$ cat src/rtl/mst_pkg.sv
package mst_pkg;

    localparam int SCORE_W    = 17;
    localparam int ROOT_W     = 16;
    localparam int FRAC_SHIFT = 24;
    localparam int MEAN_W     = 16;
    localparam int WS_W       = 6;

    localparam logic [1:0] OBS_POS = 2'd1;
    localparam logic [1:0] OBS_NEG = 2'd2;

    localparam logic [WS_W-1:0] WS_RESET = 6'd8;

    typedef struct packed {
        logic cfg_wr;
        logic accept;
        logic upd;
        logic sq_init;
        logic sq_step;
        logic sq_fin;
        logic sc_rd;
        logic sc_upd;
        logic fl_init;
        logic fl_drop;
        logic div_init;
        logic div_step;
        logic emit;
        logic clear;
    } t_cmd;

    typedef struct packed {
        logic win_nx;
        logic last;
        logic sq_last;
        logic div_last;
        logic out_full;
        logic flush;
        logic fl_done;
        logic pend_zero;
    } t_sts;

endpackage

$ cat src/rtl/mst_ctrl.sv
module mst_ctrl (
    input  logic          i_clk,
    input  logic          i_rst_n,
    input  logic          i_in_valid,
    input  logic          i_cfg_valid,
    input  mst_pkg::t_sts i_sts,
    output mst_pkg::t_cmd o_cmd,
    output logic          o_idle
);

    typedef enum logic [3:0] {
        S_IDLE, S_UPD, S_SQI, S_SQ, S_RND, S_ADD, S_DIV0, S_DIV,
        S_EMIT, S_FLI, S_FRD, S_FDROP, S_CLR
    } t_state;

    t_state r_state;
    t_state n_state;

    always_comb begin
        o_cmd   = '0;
        n_state = r_state;
        case (r_state)
            S_IDLE: begin
                if (i_cfg_valid) begin
                    o_cmd.cfg_wr = 1'b1;
                end else if (i_in_valid) begin
                    o_cmd.accept = 1'b1;
                    n_state      = S_UPD;
                end
            end
            S_UPD: begin
                o_cmd.upd = 1'b1;
                if (i_sts.win_nx) n_state = S_SQI;
                else if (i_sts.last) n_state = S_FLI;
                else n_state = S_IDLE;
            end
            S_SQI: begin
                o_cmd.sq_init = 1'b1;
                o_cmd.sc_rd   = 1'b1;
                n_state       = S_SQ;
            end
            S_SQ: begin
                o_cmd.sq_step = 1'b1;
                if (i_sts.sq_last) n_state = S_RND;
            end
            S_RND: begin
                o_cmd.sq_fin = 1'b1;
                n_state      = S_ADD;
            end
            S_ADD: begin
                o_cmd.sc_upd = 1'b1;
                n_state      = S_DIV0;
            end
            S_DIV0: begin
                o_cmd.div_init = 1'b1;
                n_state        = S_DIV;
            end
            S_DIV: begin
                o_cmd.div_step = 1'b1;
                if (i_sts.div_last) n_state = S_EMIT;
            end
            S_EMIT: begin
                if (!i_sts.out_full) begin
                    o_cmd.emit = 1'b1;
                    if (i_sts.flush) n_state = i_sts.fl_done ? S_CLR : S_FRD;
                    else if (i_sts.last) n_state = S_FLI;
                    else n_state = S_IDLE;
                end
            end
            S_FLI: begin
                o_cmd.fl_init = 1'b1;
                n_state       = i_sts.pend_zero ? S_CLR : S_FRD;
            end
            S_FRD: begin
                o_cmd.sc_rd = 1'b1;
                n_state     = S_FDROP;
            end
            S_FDROP: begin
                o_cmd.fl_drop = 1'b1;
                n_state       = S_DIV0;
            end
            S_CLR: begin
                o_cmd.clear = 1'b1;
                n_state     = S_IDLE;
            end
            default: n_state = S_IDLE;
        endcase
    end

    always_ff @(posedge i_clk) begin
        if (!i_rst_n) begin
            r_state <= S_IDLE;
        end else begin
            r_state <= n_state;
        end
    end

    assign o_idle = (r_state == S_IDLE);

endmodule

$ cat src/rtl/mst_datapath.sv
module mst_datapath #(
    parameter int MAX_WINDOW = 32
) (
    input  logic                              i_clk,
    input  logic                              i_rst_n,
    input  mst_pkg::t_cmd                     i_cmd,
    output mst_pkg::t_sts                     o_sts,
    input  logic [1:0]                        i_observation,
    input  logic                              i_last_sample,
    input  logic [mst_pkg::WS_W-1:0]          i_cfg_data,
    input  logic                              i_out_stall,
    output logic                              o_out_valid,
    output logic signed [mst_pkg::MEAN_W-1:0] o_mean_score,
    output logic                              o_score_valid,
    output logic                              o_final_result
);

    localparam int CW = $clog2(MAX_WINDOW + 1);
    localparam int PW = $clog2(MAX_WINDOW);
    localparam int AW = 2 * CW + mst_pkg::FRAC_SHIFT + 4;
    localparam int TW = mst_pkg::SCORE_W + CW;
    localparam int BW = $clog2(mst_pkg::ROOT_W);
    localparam int DW = $clog2(TW);
    localparam int SW = mst_pkg::SCORE_W;
    localparam int RW = mst_pkg::ROOT_W;
    localparam int MW = mst_pkg::MEAN_W;

    logic [mst_pkg::WS_W-1:0] r_ws;
    logic [CW-1:0]            w_k;
    logic [PW-1:0]            w_klast;

    logic [1:0]    r_hist [MAX_WINDOW];
    logic [1:0]    r_old;
    logic [1:0]    r_obs;
    logic          r_last;
    logic [PW-1:0] r_hptr;

    logic [CW-1:0] r_pres;
    logic [CW-1:0] r_posc;
    logic [CW-1:0] r_seen;
    logic          r_win;

    logic [AW-1:0] r_target;
    logic [AW-1:0] r_rr;
    logic [AW-1:0] r_rn;
    logic [RW-1:0] r_root;
    logic [BW-1:0] r_bit;
    logic [CW-1:0] r_n;
    logic          r_neg;

    logic signed [SW-1:0] r_smem [MAX_WINDOW];
    logic [MAX_WINDOW-1:0] r_sval;
    logic signed [SW-1:0] r_sold;
    logic                 r_sold_v;
    logic [PW-1:0]        r_sptr;
    logic signed [SW-1:0] r_e;
    logic                 r_e_v;

    logic signed [TW-1:0] r_total;
    logic [CW-1:0]        r_vcnt;

    logic [CW-1:0] r_rem;
    logic [TW-1:0] r_quo;
    logic [DW-1:0] r_dcnt;
    logic          r_tneg;

    logic          r_flush;
    logic [CW-1:0] r_pend;
    logic [CW-1:0] r_j;

    logic                 r_ov;
    logic signed [MW-1:0] r_mean;
    logic                 r_sv;
    logic                 r_fin;

    logic [CW-1:0]          w_seen_nx;
    logic                   w_old_p;
    logic                   w_old_pos;
    logic                   w_obs_p;
    logic                   w_obs_pos;
    logic signed [CW+1:0]   w_d;
    logic [CW:0]            w_mag;
    logic [2*CW+1:0]        w_d2;
    logic [AW-1:0]          w_cand;
    logic [AW-1:0]          w_fin_l;
    logic [RW-1:0]          w_root_r;
    logic [CW:0]            w_shift;
    logic [CW:0]            w_sub;
    logic [TW-1:0]          w_tabs;
    logic signed [TW-1:0]   w_drop;
    logic signed [TW-1:0]   w_add;
    logic [CW-1:0]          w_pend;
    logic [PW-1:0]          w_sptr_nx;
    logic [PW-1:0]          w_hptr_nx;
    logic [MW-1:0]          w_q16;

    always_comb begin
        if (r_ws == '0) begin
            w_k = CW'(1);
        end else if (int'(r_ws) > MAX_WINDOW) begin
            w_k = CW'(MAX_WINDOW);
        end else begin
            w_k = CW'(r_ws);
        end
    end

    assign w_klast   = PW'(w_k - CW'(1));
    assign w_hptr_nx = (r_hptr == w_klast) ? '0 : r_hptr + PW'(1);
    assign w_sptr_nx = (r_sptr == w_klast) ? '0 : r_sptr + PW'(1);

    assign w_old_p   = (r_old == mst_pkg::OBS_POS) || (r_old == mst_pkg::OBS_NEG);
    assign w_old_pos = (r_old == mst_pkg::OBS_POS);
    assign w_obs_p   = (r_obs == mst_pkg::OBS_POS) || (r_obs == mst_pkg::OBS_NEG);
    assign w_obs_pos = (r_obs == mst_pkg::OBS_POS);
    assign w_seen_nx = (r_seen < w_k) ? r_seen + CW'(1) : r_seen;

    assign w_d   = $signed({1'b0, r_posc, 1'b0}) - $signed({2'b00, r_pres});
    assign w_mag = w_d[CW+1] ? (CW+1)'(0) - w_d[CW:0] : w_d[CW:0];
    assign w_d2  = w_mag * w_mag;

    assign w_cand = r_rr + (r_rn << (r_bit + BW'(1))) + (AW'(r_n) << {r_bit, 1'b0});
    assign w_fin_l  = (r_rr << 2) + (r_rn << 2) + AW'(r_n);
    assign w_root_r = (w_fin_l < (r_target << 2)) ? r_root + RW'(1) : r_root;

    assign w_shift = {r_rem, r_quo[TW-1]};
    assign w_sub   = w_shift - {1'b0, r_vcnt};
    assign w_tabs  = r_total[TW-1] ? TW'(-r_total) : TW'(r_total);
    assign w_drop  = r_sold_v ? TW'(r_sold) : '0;
    assign w_add   = r_e_v ? TW'(r_e) : '0;
    assign w_pend  = r_win ? w_k - CW'(1) : r_seen;
    assign w_q16   = r_quo[MW-1:0];

    assign o_sts.win_nx    = (w_seen_nx == w_k);
    assign o_sts.last      = r_last;
    assign o_sts.sq_last   = (r_bit == '0);
    assign o_sts.div_last  = (r_dcnt == '0);
    assign o_sts.out_full  = r_ov && i_out_stall;
    assign o_sts.flush     = r_flush;
    assign o_sts.fl_done   = (r_j == r_pend);
    assign o_sts.pend_zero = (w_pend == '0);

    always_ff @(posedge i_clk) begin
        if (i_cmd.accept) begin
            r_old          <= r_hist[r_hptr];
            r_hist[r_hptr] <= i_observation;
        end
        if (i_cmd.sc_rd) begin
            r_sold <= r_smem[r_sptr];
        end
        if (i_cmd.sc_upd) begin
            r_smem[r_sptr] <= r_e;
        end
    end

    always_ff @(posedge i_clk) begin
        if (i_cmd.accept) begin
            r_obs  <= i_observation;
            r_last <= i_last_sample;
        end
        if (i_cmd.sq_init) begin
            r_target <= AW'(w_d2) << mst_pkg::FRAC_SHIFT;
            r_rr     <= '0;
            r_rn     <= '0;
            r_root   <= '0;
            r_bit    <= BW'(RW - 1);
            r_n      <= r_pres;
            r_neg    <= w_d[CW+1];
        end
        if (i_cmd.sq_step) begin
            if (w_cand <= r_target) begin
                r_root <= r_root | (RW'(1) << r_bit);
                r_rr   <= w_cand;
                r_rn   <= r_rn + (AW'(r_n) << r_bit);
            end
            r_bit <= r_bit - BW'(1);
        end
        if (i_cmd.sq_fin) begin
            r_e   <= r_neg ? -$signed(SW'(w_root_r)) : $signed(SW'(w_root_r));
            r_e_v <= (r_n > CW'(1));
        end
        if (i_cmd.sc_rd) begin
            r_sold_v <= r_sval[r_sptr];
        end
        if (i_cmd.div_init) begin
            r_rem  <= '0;
            r_quo  <= w_tabs;
            r_tneg <= r_total[TW-1];
            r_dcnt <= DW'(TW - 1);
        end
        if (i_cmd.div_step) begin
            if (w_shift >= {1'b0, r_vcnt}) begin
                r_rem <= w_sub[CW-1:0];
                r_quo <= {r_quo[TW-2:0], 1'b1};
            end else begin
                r_rem <= w_shift[CW-1:0];
                r_quo <= {r_quo[TW-2:0], 1'b0};
            end
            r_dcnt <= r_dcnt - DW'(1);
        end
        if (i_cmd.emit) begin
            if (r_vcnt == '0) begin
                r_mean <= '0;
                r_sv   <= 1'b0;
            end else begin
                r_mean <= r_tneg ? -$signed(w_q16) : $signed(w_q16);
                r_sv   <= 1'b1;
            end
            r_fin <= r_flush ? (r_j == r_pend) : (r_last && (w_k == CW'(1)));
        end
    end

    always_ff @(posedge i_clk) begin
        if (!i_rst_n) begin
            r_ws    <= mst_pkg::WS_RESET;
            r_hptr  <= '0;
            r_pres  <= '0;
            r_posc  <= '0;
            r_seen  <= '0;
            r_win   <= 1'b0;
            r_sval  <= '0;
            r_sptr  <= '0;
            r_total <= '0;
            r_vcnt  <= '0;
            r_flush <= 1'b0;
            r_pend  <= '0;
            r_j     <= '0;
            r_ov    <= 1'b0;
        end else begin
            if (i_cmd.emit) begin
                r_ov <= 1'b1;
            end else if (!i_out_stall) begin
                r_ov <= 1'b0;
            end
            if (i_cmd.accept) r_hptr <= w_hptr_nx;
            if (i_cmd.upd) begin
                r_pres <= r_pres - CW'((r_seen >= w_k) && w_old_p) + CW'(w_obs_p);
                r_posc <= r_posc - CW'((r_seen >= w_k) && w_old_pos) + CW'(w_obs_pos);
                r_seen <= w_seen_nx;
                r_win  <= (w_seen_nx == w_k);
            end
            if (i_cmd.sc_upd) begin
                r_total        <= r_total - w_drop + w_add;
                r_vcnt         <= r_vcnt - CW'(r_sold_v) + CW'(r_e_v);
                r_sval[r_sptr] <= r_e_v;
                r_sptr         <= w_sptr_nx;
            end
            if (i_cmd.fl_init) begin
                r_flush <= 1'b1;
                r_pend  <= w_pend;
                r_j     <= '0;
            end
            if (i_cmd.fl_drop) begin
                r_total        <= r_total - w_drop;
                r_vcnt         <= r_vcnt - CW'(r_sold_v);
                r_sval[r_sptr] <= 1'b0;
                r_sptr         <= w_sptr_nx;
                r_j            <= r_j + CW'(1);
            end
            if (i_cmd.clear || i_cmd.cfg_wr) begin
                r_hptr  <= '0;
                r_pres  <= '0;
                r_posc  <= '0;
                r_seen  <= '0;
                r_win   <= 1'b0;
                r_sval  <= '0;
                r_sptr  <= '0;
                r_total <= '0;
                r_vcnt  <= '0;
                r_flush <= 1'b0;
                r_pend  <= '0;
                r_j     <= '0;
            end
            if (i_cmd.cfg_wr) r_ws <= i_cfg_data;
        end
    end

    assign o_out_valid    = r_ov;
    assign o_mean_score   = r_mean;
    assign o_score_valid  = r_sv;
    assign o_final_result = r_fin;

endmodule

$ cat src/rtl/moving_sign_test_smoother.sv
// Moving-window sign test smoother.
// Input channel: i_in_valid with o_in_stall carries one sample sign per item.
// Output channel: o_out_valid with i_out_stall carries one position result per
// item; a held result keeps its value until it is taken.
// Configuration: i_cfg_valid with o_cfg_ready writes the window size; the
// running sequence is dropped and no result is produced for it.
// An item that completes no window only updates the window counts. An item
// that completes a window also runs the bit-serial square root that scales
// the window score, updates the running score total and runs the bit-serial
// divider for the mean, all in one shared datapath.
// The last sample of a sequence then walks the remaining positions, one score
// dropped and one division each, plus steps to start and to end the flush.
// While the receiver stalls, the next result waits in the datapath and no
// item is accepted until that result has been loaded and the datapath is free.
// Synchronous active-low reset sets the window size to 8 and empties the
// sequence at once.
module moving_sign_test_smoother #(
    parameter int MAX_WINDOW = 32
) (
    input  logic                              i_clk,
    input  logic                              i_rst_n,
    input  logic                              i_in_valid,
    output logic                              o_in_stall,
    input  logic [1:0]                        i_observation,
    input  logic                              i_last_sample,
    output logic                              o_out_valid,
    input  logic                              i_out_stall,
    output logic signed [mst_pkg::MEAN_W-1:0] o_mean_score,
    output logic                              o_score_valid,
    output logic                              o_final_result,
    input  logic                              i_cfg_valid,
    output logic                              o_cfg_ready,
    input  logic [mst_pkg::WS_W-1:0]          i_cfg_data
);

    mst_pkg::t_cmd w_cmd;
    mst_pkg::t_sts w_sts;
    logic          w_idle;

    mst_ctrl u_ctrl (
        .i_clk       (i_clk),
        .i_rst_n     (i_rst_n),
        .i_in_valid  (i_in_valid),
        .i_cfg_valid (i_cfg_valid),
        .i_sts       (w_sts),
        .o_cmd       (w_cmd),
        .o_idle      (w_idle)
    );

    mst_datapath #(.MAX_WINDOW(MAX_WINDOW)) u_dp (
        .i_clk          (i_clk),
        .i_rst_n        (i_rst_n),
        .i_cmd          (w_cmd),
        .o_sts          (w_sts),
        .i_observation  (i_observation),
        .i_last_sample  (i_last_sample),
        .i_cfg_data     (i_cfg_data),
        .i_out_stall    (i_out_stall),
        .o_out_valid    (o_out_valid),
        .o_mean_score   (o_mean_score),
        .o_score_valid  (o_score_valid),
        .o_final_result (o_final_result)
    );

    assign o_in_stall  = !w_idle || i_cfg_valid;
    assign o_cfg_ready = w_idle;

endmodule

$ cat config.mk
export PLATFORM = sky130hd
export DESIGN_NAME = moving_sign_test_smoother
export DESIGN_NICKNAME = d
export VERILOG_FILES = /design/src/rtl/mst_pkg.sv /design/src/rtl/mst_ctrl.sv /design/src/rtl/mst_datapath.sv /design/src/rtl/moving_sign_test_smoother.sv
export SDC_FILE = /design/constraint.sdc
export NUM_CORES = 2
export LEC_CHECK = 0
export BUFFER_PORTS_ARGS = -buffer_cell sky130_fd_sc_hd__buf_2
export CORE_ASPECT_RATIO = 0.5
export CORE_MARGIN = 5
export CORE_UTILIZATION = 58
export CTS_CLUSTER_SIZE = 28
export DETAILED_ROUTE_END_ITERATION = 12
export PLACE_DENSITY_LB_ADDON = 0.08
export SLEW_MARGIN = 20
export SYNTH_ARGS = -nofsm -noshare
export SYNTH_HDL_FRONTEND = slang
export SYNTH_HIERARCHICAL = 1
export SYNTH_SLANG_ARGS = --single-unit
$ cat constraint.sdc
create_clock -name i_clk -period 9 [get_ports i_clk]
set_clock_uncertainty 0.2 [all_clocks]
set_input_delay 1.8 -clock i_clk [delete_from_list [all_inputs] [get_ports i_clk]]
set_output_delay 1.8 -clock i_clk [all_outputs]
set_load 0.03 [all_outputs]
# --- Word level (Yosys, flattened, before mapping) ---
# Memory sizes are Yosys's and may differ from the RTL's. A register that Yosys moved wholly into a read port is not among the register bits.
# Cells that the tools add are included.
word_totals:
  regBits: 310
  input_bits: 14
  ram_bits: 608
  out_inout_bits: 21
  mem_count: 2
memory_table:
  columns: ["name", "depth", "width", "rd", "rd_ports_with_merged_regs", "wr", "line_no", "text"]
  rows:
  - ["u_dp.r_smem", 32, 17, 1, 1, 1, "mst_datapath.sv:51", "logic signed [SW-1:0] r_smem [MAX_WINDOW];"]
  - ["u_dp.r_hist", 32, 2, 1, 1, 1, "mst_datapath.sv:32", "logic [1:0] r_hist [MAX_WINDOW];"]
classes:
  n_mux: 84
  shift: 4
  eq_ne: 27
  n_bitwise: 4
  n_reduce_logical: 24
  n_addsub: 28
  n_lt_le_gt_ge: 9
  multipliers: 1
ops:
  columns: ["operator", "count"]
  rows:
  - ["40-bit two-way mux", 6]
  - ["23-bit two-way mux", 7]
  - ["40-bit adder", 4]
  - ["16-bit two-way mux", 6]
  - ["32-bit two-way mux", 3]
  - ["6-bit two-way mux", 11]
  - ["4-bit one-hot mux with 11 select lines", 1]
  - ["40-bit by 6-bit adder with 40-bit output", 1]
  - ["40-bit by 38-bit less-or-equal comparator with 1-bit output", 1]
  - ["40-bit less-than comparator", 1]
  - ["4-bit two-way mux", 10]
  - ["40-bit by 4-bit << shifter with 40-bit output", 1]
  - ["6-bit by 4-bit << shifter with 40-bit output", 1]
  - ["6-bit by 5-bit << shifter with 40-bit output", 1]
  - ["32-bit bitwise AND", 1]
  - ["32-bit bitwise mux", 1]
  - ["32-bit NOT", 1]
  - ["5-bit two-way mux", 6]
  - ["1-bit two-way mux", 27]
  - ["23-bit adder", 1]
  - ["23-bit negator", 1]
  - ["23-bit subtractor", 1]
  - ["4-bit == test (second input constant)", 5]
  - ["6-bit by 1-bit adder with 6-bit output", 3]
  - ["48 further kinds", 80]

# --- Depth between registers and ports, before layout ---
logic_depth:
  depth_word: 9
  depth_mapped: 42
  mapped_depth_nobuf: 35

# --- Hierarchy ---
# Netlist, hierarchy kept.
by_module_without_submodules:
  columns: ["mod", "area_per_inst_um2", "cells_each", "seq_area_each_um2", "n_inst"]
  rows:
  - ["mst_datapath", 50661.1, 4214, 25894.8, 1]
  - ["mst_ctrl", 515.5, 76, 80.1, 1]
  - ["moving_sign_test_smoother", 6.3, 1, 0.0, 1]

# --- Least setup slack after synthesis ---
# Ideal clock, no wire load.
synth_timing:
  path_type: "register to register"
  from: "reg u_dp.r_bit[0]"
  to: "reg u_dp.r_rn[13]"
  path_stages_with_launch: 40
  arrival_ns: 8.371
  synth_period_minus_slack_ns: 8.687
  slack_ns: 0.313
  cell_sequence: "edfxtp_1 > buf_2 > clkinv_1 > clkbuf_1 > ha_1 > buf_2 > buf_1 > clkbuf_1 > mux2i_1 > o21ai_0 > o21ai_0 > or2_2 > fa_1 > inv_1 > ha_1 > o21a_1 > nor3_1 > a211oi_1 > [4 not listed] > a21oi_1 > nor3_1 > nor2_1 > xnor2_1 > ha_1 > nand2_1 > nor3_1 > nand4_1 > nor4_1 > o2111ai_1 > nor4_1 > nand4b_1 > o31ai_2 > nand3_2 > or2_4 > buf_6 > buf_6 > a31o_2"
synth_via:
  elab_chain_len: 7
synth_lines:
  columns: ["item", "line_no", "text"]
  rows:
  - ["start, declared", "mst_datapath.sv:47", "logic [BW-1:0] r_bit;"]
  - ["start signal, assigned", "mst_datapath.sv:165", "r_bit <= BW'(RW - 1);"]
  - ["start signal, assigned", "mst_datapath.sv:175", "r_bit <= r_bit - BW'(1);"]
  - ["4-bit by 1-bit adder with 4-bit output", "mst_datapath.sv:121", "assign w_cand = r_rr + (r_rn << (r_bit + BW'(1))) + (AW'(r_n) << {r_bit, 1'b0});"]
  - ["40-bit by 4-bit << shifter with 40-bit output", "mst_datapath.sv:121", null]
  - ["40-bit adder (2 in series)", "mst_datapath.sv:121", null]
  - ["40-bit by 38-bit less-or-equal comparator with 1-bit output", "mst_datapath.sv:170", "if (w_cand <= r_target) begin"]
  - ["40-bit two-way mux *", "mst_datapath.sv:170", null]
  - ["40-bit two-way mux *", "mst_datapath.sv:169", "if (i_cmd.sq_step) begin"]
  - ["end signal, assigned", "mst_datapath.sv:173", "r_rn <= r_rn + (AW'(r_n) << r_bit);"]
  - ["end, declared", "mst_datapath.sv:45", "logic [AW-1:0] r_rn;"]
# Every way passes the cells marked *; elsewhere a longest branch is shown, timed or not.
# A chain may end at the register's enable or synchronous reset.

# --- Worst setup path after layout ---
layout_timing:
  from: "reg u_dp.r_bit[0]"
  to: "reg u_dp.r_root[4]"
layout_via:
  elab_chain_len: 7
layout_lines:
  columns: ["item", "line_no", "text"]
  rows:
  - ["4-bit by 1-bit adder with 4-bit output", "mst_datapath.sv:121", null]
  - ["40-bit by 4-bit << shifter with 40-bit output", "mst_datapath.sv:121", null]
  - ["40-bit adder (2 in series)", "mst_datapath.sv:121", null]
  - ["40-bit by 38-bit less-or-equal comparator with 1-bit output", "mst_datapath.sv:170", null]
  - ["16-bit two-way mux *", "mst_datapath.sv:170", null]
  - ["16-bit two-way mux *", "mst_datapath.sv:169", null]
  - ["end signal, assigned", "mst_datapath.sv:171", "r_root <= r_root | (RW'(1) << r_bit);"]
  - ["end, declared", "mst_datapath.sv:46", "logic [RW-1:0] r_root;"]
# Marks and branches as above.

==> flow_metrics.py <==
metrics = {
    "routing": {
        "wl_met2_um": 58600,
        "met1Wirelength_um": 56000,
        "dr.first_iter.drc_count": 3422,
        "dr_wl_met3_um": 11300,
        "totalWireLength_um": 131000,
        "vias_per_cell": 6.29,
        "dr.pass1.iters": 6,
        "num_vias": 35000,
        "ant_nets": 0,
        "routedWlPerCell_um": 23.5,
        "drc": 0,
        "highest_layer": "met4",
    },
    "synth": {
        "synth_area_leader_cell": "edfxtp_1",
        "syn_area_um2": 51200,
        "seq_area_frac_synth_pct": 50.7,
        "yosys.area.top_type_share_pct": 42.5,
        "syn_nets": 4650,
        "syn_area_per_cell_um2": 11.9,
        "async_flop_share_pct": 0,
        "ys_top_cells_by_area": "edfxtp_1, dfxtp_1, mux4_2",
        "synth_edf_count": 725,
        "synth-seq-cells": 935,
        "synthFlopType": "edfxtp_1",
        "ys_warn_count": 6,
        "netlist_instances": 4291,
        "synthDistinctLibCells": 96,
    },
    "grt": {
        "grt-ovfl-total": 0,
        "grt_max_degree": 66,
        "grt_pass1_wl_um": 201000,
        "grt_antenna_before_repair": 5,
        "grt_pass1_vias": 34300,
        "gr-usage-all-layers_pct": 27.7,
    },
    "setup_path": {
        "arrival_ns": 8.98,
        "critPathCaptureType": "register",
        "cp.buffers_inverters": 3,
        "crit_slowest_cell": "mux4_2",
        "rrSetupSlack_ns": 0.44,
        "crit_cells": 31,
        "critPathRequiredTime_ns": 9.42,
        "startpoint_type": "register",
        "slowest_delay_ns": 0.56,
        "ff2ff_path_depth": 31,
        "crit_family": "simple AND/OR/NAND/NOR gates",
        "path_class": "reg2reg",
        "worstPathMaxFanout": 44,
        "crit_top_cell": "a21oi_1",
    },
    "placement": {
        "dp_cells": 5403,
        "dp_hpwl_um": 90000,
        "dpl-instance-area_um2": 53000,
        "port_buffers": 34,
        "gp_congestion": 0.913,
    },
    "floorplanning": {
        "rows": 77,
        "die_height_um": 220,
        "core_um2": 88000,
        "dieWidth_um": 430,
        "die_area_um2": 94600,
        "start_util_pct": 58.2,
        "io_pins": 35,
    },
    "finish": {
        "syn2layout_area_growth_pct": 9.22,
        "post-route-util_pct": 63.6,
        "stdcell_count": 5565,
        "final_area_um2": 55900,
        "nNetsFinal": 4667,
        "drive_gt1_share_pct": 12.9,
        "fillerInstances": 6764,
    },
    "clock_tree": {
        "clkTransAtPathRegs_ns": 0.07,
        "holdBufCountCts": 0,
        "clock_latency_ns": 0.69,
        "clockBufferDepth": 3,
        "cts_root_buf": "clkbuf_16",
        "cts_sinks": 935,
        "cts_made_buffers": 85,
        "cts_tree": "yes",
        "h-tree-depth": 3,
    },
    "pwr": {
        "cellPowerDensity_nw_per_um2": 164,
        "ir_drop_mv": 0.155,
        "p_leak_nw": 20.4,
        "power_mw": 9.16,
    },
    "timing": {
        "max_freq_mhz": 117,
        "timing.final.crit_share_pct": 95.1,
        "rsz0062_at_grt": "no",
        "finalSetupViolations": 0,
        "period_minus_slack_ns": 8.56,
        "slew_violations": 0,
        "worstMarginPinSlew_ns": 1.13,
        "finalHoldViolations": 0,
        "setup_tns_ns": 0,
        "maxSlewHeadroom_pct": 24.4,
    },
    "hold_path": {
        "hold_depth": 2,
        "hold_class": "reg2reg",
    },
    "job": {
        "cap_violations": 0,
    },
    "run_status": {
        "status": "finished, final reports clean",
    },
}
cells in the mapped netlist (all sizes together) (50+ instances only):
cell and n:
edfxtp 725, nor2 425, nand2 317, ha 284
dfxtp 210, a21oi 199, mux4 185, inv 178
o21ai 164, xnor2 136, nand3 132, clkbuf 125
mux2i 121, xor2 103, buf 74, fa 61
nor3 60, a21o 55, nor2b 50
metrics by stage:
| step | worst slack [ns] | hold WS, ns |
|---|---|---|
| final | 0.440 | 0.291 |
| after global placement | 0.550 | 0.274 |
| after global routing | 0.0360 | 0.313 |
| after floorplan | 0.313 | 0.208 |
| after detailed placement | 0.470 | 0.281 |
| after CTS | 0.423 | 0.293 |
timing repair:
action,CTS,global route
buffers inserted,0,2
endpoints found under the hold margin,0,0
setup endpoints to repair,0,85
gates resized for setup,0,3
where the power goes:
group / switching, mW / internal, mW
registers: 0.0355 / 4.63
logic: 0.445 / 0.296
clock network: 1.66 / 2.08
cell families (layout without fill, tap and decap cells):
family                   after synthesis  count (layout)  share of synthesized area (%)
XOR/XNOR                             239             239                           4.09
AND/OR/NAND/NOR                     1260            1261                           11.6
buffers and inverters                379             466                           2.94
multiplexers                         328             328                           11.0
other                                  0               1                              0
AO/OA/AOI/OAI                        805             805                           10.3
flip-flops                           935             935                           50.7
adder cells (fa/ha/maj)              345             345                           9.33
layout make-up:
| type | count | area (µm²) | area share, % |
|---|---|---|---|
| multi-input cells | 2978 | 23900 | 42.8 |
| well taps | 1185 | 1480 | 2.65 |
| clock buffers | 108 | 2330 | 4.18 |
| flip-flops and latches | 935 | 26000 | 46.5 |
| repair buffers | 128 | 980 | 1.75 |
| diodes | 1 | 2.50 | 0.00448 |
| inverters | 180 | 676 | 1.21 |
| clock inverters | 50 | 526 | 0.940 |
path summary, 6_finish.rpt:
path,startpoint,to
setup / recovery,u_dp/r_bit[0]$_SDFFCE_PN1P_,u_dp/r_root[4]$_DFF_P_
hold / removal,u_dp/r_pend[5]$_SDFFE_PP0P_,u_dp/r_pend[5]$_SDFFE_PP0P_
setup reg to reg,u_dp/r_bit[0]$_SDFFCE_PN1P_,u_dp/r_root[4]$_DFF_P_
hold reg to reg,u_dp/r_pend[5]$_SDFFE_PP0P_,u_dp/r_pend[5]$_SDFFE_PP0P_
placed cells by master, fill, tap and decap left out, types with 26 or more instances in the layout:
master,synthesis,final
dfxtp_1,210,207
nand2b_1,39,39
mux4_2,185,185
clkbuf_16,0,86
o21ai_0,155,155
nor2_1,424,398
and3_1,28,28
mux2i_1,121,121
a21oi_1,197,197
nor4_1,27,26
a211oi_1,46,46
o31ai_1,35,35
or3_1,28,28
o22ai_1,45,45
xnor2_1,136,135
a31oi_1,26,26
buf_4,3,85
nand4_1,39,39
nor3_1,60,54
a21o_1,55,55
buf_2,19,34
nor2b_1,50,49
nand2_1,317,316
inv_1,176,175
xor2_1,103,102
fa_1,61,61
and2_1,46,46
o21a_1,33,33
a22oi_1,31,31
ha_1,284,283
nand3_1,131,131
edfxtp_1,725,725
routing by layer:
layer  vias to the layer above  GRT usage, %
met4                         0          10.2
li1                      16100             -
met5                         -             0
met1                     17300          38.1
met3                       276          6.54
met2                      1241          43.4
state kept, by name, summed over array words and instances, names as in the netlist, 16 cells and up:
| name | cells |
|---|---|
| u_dp/r_hist | 64 |
| u_dp/r_rn | 40 |
| u_dp/r_e | 17 |
| u_dp/r_total | 23 |
| u_dp/r_quo | 23 |
| u_dp/r_sval | 32 |
| u_dp/o_mean_score | 16 |
| u_dp/r_root | 16 |
| u_dp/r_smem | 544 |
| u_dp/r_sold | 17 |
| u_dp/r_rr | 40 |
worst min-delay path, cell delays in order (launching register included):
cell      delay, ns
dfxtp_1        0.33
nand2b_1       0.07
a21oi_1        0.05
Note: power is estimated with default switching activity, not from simulation.
